<file path="config.mk">
export PLATFORM = sky130hd
export DESIGN_NAME = tlv_stream_parser_crc32_core
export DESIGN_NICKNAME = d
export VERILOG_FILES = /design/src/hdl/tlv_pkg.sv /design/src/hdl/tlv_stream_parser_crc32_core.sv
export SDC_FILE = /design/constraint.sdc
export NUM_CORES = 1
export LEC_CHECK = 0
export ABC_AREA = 1
export BUFFER_PORTS_ARGS = -buffer_cell sky130_fd_sc_hd__buf_4
export CORE_MARGIN = 1
export CORE_UTILIZATION = 61
export CTS_CLUSTER_SIZE = 25
export DETAILED_ROUTE_END_ITERATION = 7
export HOLD_SLACK_MARGIN = 0.15
export PLACE_DENSITY = 0.8
export SLEW_MARGIN = 20
export SYNTH_ARGS = -nofsm -noshare
export SYNTH_HDL_FRONTEND = slang
export SYNTH_SLANG_ARGS = --single-unit
export TNS_END_PERCENT = 1
</file>
<file path="constraint.sdc">
create_clock -name clk_i -period 3.4 [get_ports clk_i]
set_clock_uncertainty 0.1 [all_clocks]
set_input_delay 0 -clock clk_i [delete_from_list [all_inputs] [get_ports clk_i]]
set_output_delay 0 -clock clk_i [all_outputs]
set_load 0.01 [all_outputs]
</file>
<file path="src/hdl/tlv_pkg.sv">
// Package for the TLV stream parser: status codes and the byte-wide CRC-32 step.
`default_nettype none

package tlv_pkg;

  localparam logic [1:0] StOk       = 2'd0;
  localparam logic [1:0] StTooMany  = 2'd1;
  localparam logic [1:0] StParse    = 2'd2;
  localparam logic [1:0] StMismatch = 2'd3;

  localparam logic [31:0] CrcPoly = 32'hEDB88320;

  // Advance a zlib-style CRC-32 by one byte, with the usual inversions.
  function automatic logic [31:0] crc_byte(input logic [31:0] crc, input logic [7:0] b);
    logic [31:0] c;
    c = ~crc;
    c[7:0] = c[7:0] ^ b;
    for (int k = 0; k < 8; k++) begin
      if (c[0]) begin
        c = (c >> 1) ^ CrcPoly;
      end else begin
        c = c >> 1;
      end
    end
    return ~c;
  endfunction

endpackage

`default_nettype wire

</file>
<file path="src/hdl/tlv_stream_parser_crc32_core.sv">
// Top level of the TLV stream parser with chained CRC-32 check.
`default_nettype none

// Channel   Direction  Handshake                 Payload
// in        input      in_valid_i / in_ready_o   data_byte_i, last_byte_i
// out       output     out_valid_o / out_ready_i value_byte_o .. status_o
// cfg       input      cfg_we_i                  cfg_data_i (checksum type)
//
// One word per cycle while the result is drained: each accepted word updates
// the parser state and loads the result register at the same edge.
// The byte-wide CRC-32 step plus header compare sets the path length.
// A stalled result holds; a new word is taken whenever the result register
// is empty or is being drained in the same cycle.
// Reset clears the parser state, the result valid and the checksum type.

module tlv_stream_parser_crc32_core #(
  parameter int MAX_RECORDS = 16
) (
  input  wire logic        clk_i,
  input  wire logic        rst_ni,
  input  wire logic        cfg_we_i,
  input  wire logic [7:0]  cfg_data_i,
  input  wire logic        in_valid_i,
  output logic             in_ready_o,
  input  wire logic [7:0]  data_byte_i,
  input  wire logic        last_byte_i,
  output logic             out_valid_o,
  input  wire logic        out_ready_i,
  output logic [7:0]       value_byte_o,
  output logic             value_valid_o,
  output logic [4:0]       record_index_o,
  output logic [7:0]       record_type_o,
  output logic [15:0]      record_length_o,
  output logic             record_done_o,
  output logic             message_done_o,
  output logic [1:0]       status_o
);

  // Record counter holds 0 .. MAX_RECORDS.
  localparam int CntW = $clog2(MAX_RECORDS + 1);
  localparam logic [CntW-1:0] MaxCnt = CntW'(MAX_RECORDS);

  // Parser phases.
  localparam logic [2:0] PhType   = 3'd0;
  localparam logic [2:0] PhLenHi  = 3'd1;
  localparam logic [2:0] PhLenLo  = 3'd2;
  localparam logic [2:0] PhValue  = 3'd3;
  localparam logic [2:0] PhIgnore = 3'd4;

  logic [7:0]      chk_type_q;
  logic [2:0]      phase_q, phase_d;
  logic [CntW-1:0] count_q, count_d;
  logic [7:0]      type_q, type_d;
  logic [15:0]     len_q, len_d;
  logic [15:0]     left_q, left_d;
  logic [31:0]     crc_q, crc_d;
  logic [31:0]     crc_start_q, crc_start_d;
  logic            cmpf_q, cmpf_d;
  logic [1:0]      status_q, status_d;

  // Values after this word, before the end-of-message clear.
  logic [2:0]      nx_phase;
  logic [CntW-1:0] nx_count;
  logic [7:0]      nx_type;
  logic [15:0]     nx_len;
  logic [15:0]     nx_left;
  logic [31:0]     nx_crc;
  logic [31:0]     nx_crc_start;
  logic            nx_cmpf;
  logic [1:0]      nx_status;

  logic            vvalid, rdone, fin;
  logic [31:0]     crc_step;
  logic [15:0]     pos, left_dec;
  logic [7:0]      exp_byte;
  logic            byte_miss;
  logic [CntW+4:0] idx_ext;

  logic            in_acc;

  // Result register.
  logic            out_valid_q;
  logic [7:0]      value_byte_q;
  logic            value_valid_q;
  logic [4:0]      record_index_q;
  logic [7:0]      record_type_q;
  logic [15:0]     record_length_q;
  logic            record_done_q;
  logic            message_done_q;
  logic [1:0]      status_out_q;

  assign in_ready_o = !out_valid_q || out_ready_i;
  assign in_acc     = in_valid_i && in_ready_o;

  assign crc_step = tlv_pkg::crc_byte(crc_q, data_byte_i);
  assign pos      = len_q - left_q;
  assign left_dec = left_q - 16'd1;

  // Expected checksum byte, most significant first.
  always_comb begin
    case (pos[1:0])
      2'd0:    exp_byte = crc_start_q[31:24];
      2'd1:    exp_byte = crc_start_q[23:16];
      2'd2:    exp_byte = crc_start_q[15:8];
      default: exp_byte = crc_start_q[7:0];
    endcase
  end

  assign byte_miss = (pos[15:2] == 14'd0) && (exp_byte != data_byte_i);

  always_comb begin
    nx_phase     = phase_q;
    nx_count     = count_q;
    nx_type      = type_q;
    nx_len       = len_q;
    nx_left      = left_q;
    nx_crc       = crc_q;
    nx_crc_start = crc_start_q;
    nx_cmpf      = cmpf_q;
    nx_status    = status_q;
    vvalid       = 1'b0;
    rdone        = 1'b0;
    fin          = 1'b0;

    case (phase_q)
      PhType: begin
        if (count_q >= MaxCnt) begin
          // Record limit reached: drop the rest of the message.
          nx_status = tlv_pkg::StTooMany;
          nx_phase  = PhIgnore;
        end else begin
          nx_type      = data_byte_i;
          nx_len       = 16'd0;
          nx_crc_start = crc_q;
          nx_cmpf      = 1'b0;
          if (last_byte_i) begin
            nx_status = tlv_pkg::StParse;
            nx_phase  = PhIgnore;
          end else begin
            nx_phase = PhLenHi;
          end
        end
      end
      PhLenHi: begin
        nx_len = {data_byte_i, 8'h00};
        if (last_byte_i) begin
          nx_status = tlv_pkg::StParse;
          nx_phase  = PhIgnore;
        end else begin
          nx_phase = PhLenLo;
        end
      end
      PhLenLo: begin
        nx_len  = {len_q[15:8], data_byte_i};
        nx_left = nx_len;
        if (nx_len == 16'd0) begin
          // Empty record completes on its header.
          fin = 1'b1;
        end else if (last_byte_i) begin
          nx_status = tlv_pkg::StParse;
          nx_phase  = PhIgnore;
        end else begin
          nx_phase = PhValue;
        end
      end
      PhValue: begin
        vvalid  = 1'b1;
        nx_crc  = crc_step;
        nx_cmpf = cmpf_q | byte_miss;
        nx_left = left_dec;
        if (left_dec == 16'd0) begin
          fin = 1'b1;
        end else if (last_byte_i) begin
          nx_status = tlv_pkg::StParse;
          nx_phase  = PhIgnore;
        end
      end
      default: begin
        nx_phase = PhIgnore;
      end
    endcase

    // Close the record; a checksum record must be long enough and match.
    if (fin) begin
      if ((nx_type == chk_type_q) && ((nx_len < 16'd4) || nx_cmpf)) begin
        nx_status = tlv_pkg::StMismatch;
        nx_phase  = PhIgnore;
      end else begin
        nx_count = count_q + CntW'(1);
        nx_phase = PhType;
        rdone    = 1'b1;
      end
    end
  end

  // Start the next message from a clean state after its last word.
  always_comb begin
    if (last_byte_i) begin
      phase_d     = PhType;
      count_d     = '0;
      type_d      = 8'd0;
      len_d       = 16'd0;
      left_d      = 16'd0;
      crc_d       = 32'd0;
      crc_start_d = 32'd0;
      cmpf_d      = 1'b0;
      status_d    = tlv_pkg::StOk;
    end else begin
      phase_d     = nx_phase;
      count_d     = nx_count;
      type_d      = nx_type;
      len_d       = nx_len;
      left_d      = nx_left;
      crc_d       = nx_crc;
      crc_start_d = nx_crc_start;
      cmpf_d      = nx_cmpf;
      status_d    = nx_status;
    end
  end

  // Record index shows the low five bits of the count.
  assign idx_ext = {5'd0, nx_count};

  always_ff @(posedge clk_i or negedge rst_ni) begin
    if (!rst_ni) begin
      chk_type_q  <= 8'd0;
      phase_q     <= PhType;
      count_q     <= '0;
      type_q      <= 8'd0;
      len_q       <= 16'd0;
      left_q      <= 16'd0;
      crc_q       <= 32'd0;
      crc_start_q <= 32'd0;
      cmpf_q      <= 1'b0;
      status_q    <= tlv_pkg::StOk;
      out_valid_q <= 1'b0;
    end else begin
      if (cfg_we_i) begin
        chk_type_q <= cfg_data_i;
      end
      if (in_acc) begin
        phase_q     <= phase_d;
        count_q     <= count_d;
        type_q      <= type_d;
        len_q       <= len_d;
        left_q      <= left_d;
        crc_q       <= crc_d;
        crc_start_q <= crc_start_d;
        cmpf_q      <= cmpf_d;
        status_q    <= status_d;
        out_valid_q <= 1'b1;
      end else if (out_ready_i) begin
        out_valid_q <= 1'b0;
      end
    end
  end

  // Result payload: load on accept, hold otherwise.
  always_ff @(posedge clk_i) begin
    if (in_acc) begin
      value_byte_q    <= vvalid ? data_byte_i : 8'd0;
      value_valid_q   <= vvalid;
      record_index_q  <= idx_ext[4:0];
      record_type_q   <= nx_type;
      record_length_q <= nx_len;
      record_done_q   <= rdone;
      message_done_q  <= last_byte_i;
      status_out_q    <= nx_status;
    end
  end

  assign out_valid_o     = out_valid_q;
  assign value_byte_o    = value_byte_q;
  assign value_valid_o   = value_valid_q;
  assign record_index_o  = record_index_q;
  assign record_type_o   = record_type_q;
  assign record_length_o = record_length_q;
  assign record_done_o   = record_done_q;
  assign message_done_o  = message_done_q;
  assign status_o        = status_out_q;

  // A completed record is only reported while the message is clean.
  a_done_ok: assert property (@(posedge clk_i) disable iff (!rst_ni)
    out_valid_q && record_done_q |-> status_out_q == tlv_pkg::StOk)
    else $error("record done reported with error status");

  // The record count never passes the limit.
  a_count_max: assert property (@(posedge clk_i) disable iff (!rst_ni)
    count_q <= MaxCnt)
    else $error("record count above limit");

  // The last word of a message leaves the parser cleared.
  a_msg_clear: assert property (@(posedge clk_i) disable iff (!rst_ni)
    in_acc && last_byte_i |=> phase_q == PhType && count_q == '0 &&
                              status_q == tlv_pkg::StOk && crc_q == 32'd0)
    else $error("parser not cleared after message end");

  // Once in error, the parser only leaves ignore at the message end.
  a_ignore_sticky: assert property (@(posedge clk_i) disable iff (!rst_ni)
    phase_q == PhIgnore && in_acc && !last_byte_i |=> phase_q == PhIgnore)
    else $error("parser left ignore phase early");

endmodule

`default_nettype wire

</file>
==> flow_summary.toml <==
[outcome]
status = "complete, no violations"

[final_layout]
drive_above_1_share_pct = 11.3
final_util_pct = 74.8
antennaDiodeCount = 0
final_common_cell = "nand2_1"
syn2layout_area_growth_pct = 18.5
final_cell_mix = "274 x nand2_1, 206 x inv_1, 124 x dfrtp_1, 90 x nor2_1, 89 x nand3_1"
fin_nets = 1371
fin_area_mm2 = 0.0115

[worst_setup_path]
cp-startpoint = "left_q[0]"
start_kind = "flop"
r2r-start = "left_q[0]"
crit_path_end_kind = "flop"
crit_type = "flop to flop"
required_ps = 3490
worstPathArrival_ps = 3420
critical_path.max_fanout = 8

[sta]
setup_viol = 0
fin_crit_sh_pct = 98.0
drv_slew = 0
max_slew_margin_pct = 42.4
min_period_ps = 3330
hold_viol = 0
rsz0062_at_grt = "yes"
worstMarginPinSlew_ps = 858
max_freq_ghz = 0.300
timing.hold.ws_ps = 302

[floorplan]
fp.dieArea_mm2 = 0.0164
core-area_mm2 = 0.0153
rows = 45
die-height_um = 128
io_pins = 66
die_w_um = 128
start_util_pct = 63.2

[power]
irDropWorstVdd_mv = 0.614
power_w = 0.00742
power_leakage_nw = 5.59
powerDensity_mw_per_mm2 = 647

[synth]
ys_types = 41
async_reset_ff_share_pct = 74.7
synth_area_per_cell_um2 = 7.94
synth_top_flop_cell = "dfrtp_1"
syn_inst = 1218
synthesis.nets = 1260
yosysSeqAreaShare_pct = 45.1
ys_ff_latch = 166
yosys_warnings = 0
syn-cell-area_mm2 = 0.00967
synth-edff-count = 42

[routing]
vias_per_cell = 5.77
drc = 0
dr.pass1.iters = 6
drt_iter0_markers = 1028
wl_um = 27700
wire_per_inst_um = 17.8
vias = 8966
ant_nets = 0

[hold_path]
hold_start = "last_byte_i"
hp-class = "input port to flop"

[cts]
ctsRootBufferMaster = "clkbuf_16"
clock-sinks = 166
clock_latency_ps = 440
clockBufferDepth = 2
cts_tree = "built"
htree_levels = 4
clk_pin_slew_ps = 70
cts_buffers = 17

[run]
maxCapViolCount = 0

[grt]
grt.overflow.total = 0
grt_pass1_vias = 8529
antenna_found_initial = 0
grt_max_degree = 88
grt_pass1_wl_um = 44300
grtUsageTotal_pct = 36.0

[placed_design]
portBuffers = 65
hpwlAfterDp_um = 18800
place_area_mm2 = 0.0104
gp_congestion = 0.956
cell families (layout without fill, tap and decap cells):
logic type,count (synthesis),count (layout),share of synthesized area (%)
adders and majority gates,20,20,2.66
muxes,1,1,0.116
DFF,166,166,45.1
buffers and inverters,245,369,9.68
xor gates and xnor gates,83,83,8.10
and+or+nand+nor,505,505,22.2
AOI/OAI and AO/OA,198,198,12.1
Yosys cell counts (2+ instances only):
cell type  instances  area (µm²)
a21oi_1           25         125
edfxtp_1          42        1260
xnor2_1           18         158
o21bai_1           2        15.0
o32ai_1            6        52.6
o21ai_0           71         355
nand2_2            3        18.8
o221ai_1           3        26.3
nor2_2             2        12.5
nand3_1           90         450
inv_1            209         785
inv_2              4        15.0
nand2_4            4        45.0
o21ai_1            5        25.0
clkbuf_1          23        86.3
nor3_1             6        30.0
o22ai_1           69         432
nand4_1           25         156
and2_1             6        37.5
nand2_1          275        1030
dfrtp_1          124        3100
ha_1              19         238
nor2_1            91         342
a22o_1             7        61.3
a22oi_1            5        37.5
buf_2              7        35.0
xor2_2             5        81.3
xor2_1            59         517
final timing paths:
check                               endpoint  slack (ps)  cells after the start
max                        record_index_o[3]          70                     20
min                           message_done_o         300                      2
max reg2reg                record_index_o[3]          70                     20
min reg2reg                           cmpf_q         390                      1
max in group asynchronous          type_q[4]        2210                      4
min in group asynchronous         left_q[10]         520                      4
layer usage:
metal / vias up / GRT usage [%] / routed length, µm
li1: 4188 / - / -
met3: 106 / 6.47 / 2070
met4: 0 / 22.8 / 1580
met5: - / 0 / 0
met1: 4205 / 45.5 / 10900
met2: 467 / 57.5 / 13200
through the flow:
| stage | worst slack (ps) | TNS [ps] | instances |
|---|---|---|---|
| 2_1_floorplan | 520 | 0 | 1218 |
| 3_3_place_gp | 180 | 0 | 1479 |
| 3_5_place_dp | 143 | 0 | 1479 |
| 4_1_cts | 116 | 0 | 1549 |
| 5_1_grt | -104 | -391 | 1553 |
| 6_report | 68.5 | 0 | 1553 |
sequential cells by signal, summed over array words and instances, names as in the netlist, 2 cells and up:
register and count:
phase_q 3, value_byte_o 8, status_q 2, record_length_o 16
crc_q 32, left_q 16, status_o 2, record_type_o 8
count_q 5, record_index_o 5, crc_start_q 32, type_q 8
len_q 16, chk_type_q 8
worst max-delay path, cell delays in order, from the launching register on:
cell	delay, ps
dfrtp_1	410
ha_2	210
fa_2	650
clkinvlp_4	160
buf_4	160
buf_4	130
nand3_1	50
nand2_1	50
nor2_1	80
nand3_1	70
nand2_1	70
nor2_1	40
nand2_1	90
nor2_2	60
nor2_1	80
nand3_1	110
nand3_2	140
nand2_4	100
nand3_1	90
nand2_1	80
and2_1	140
timing repair:
item	in CTS	in global routing
resized for setup	0	7
hold endpoints to repair	188	0
setup endpoints to repair	0	8
hold buffers	38	0
setup buffers	0	4
final cells by class:
cell class	instances	area, µm²
Multi-Input combinational cell	807	4390
Sequential cell	166	4360
Fill cell	1127	3860
Timing Repair Buffer	123	1040
Inverter	214	807
Clock buffer	19	475
Tap cell	211	264
Clock inverter	13	115
report_power, final:
group	switching, W	total (W)	internal [W]
registers	0.000170	0.00247	0.00230
clock network	0.000846	0.00195	0.00110
logic	0.00196	0.00300	0.00104
total	0.00297	0.00742	0.00444
Note: power is estimated with default switching activity, not from simulation.
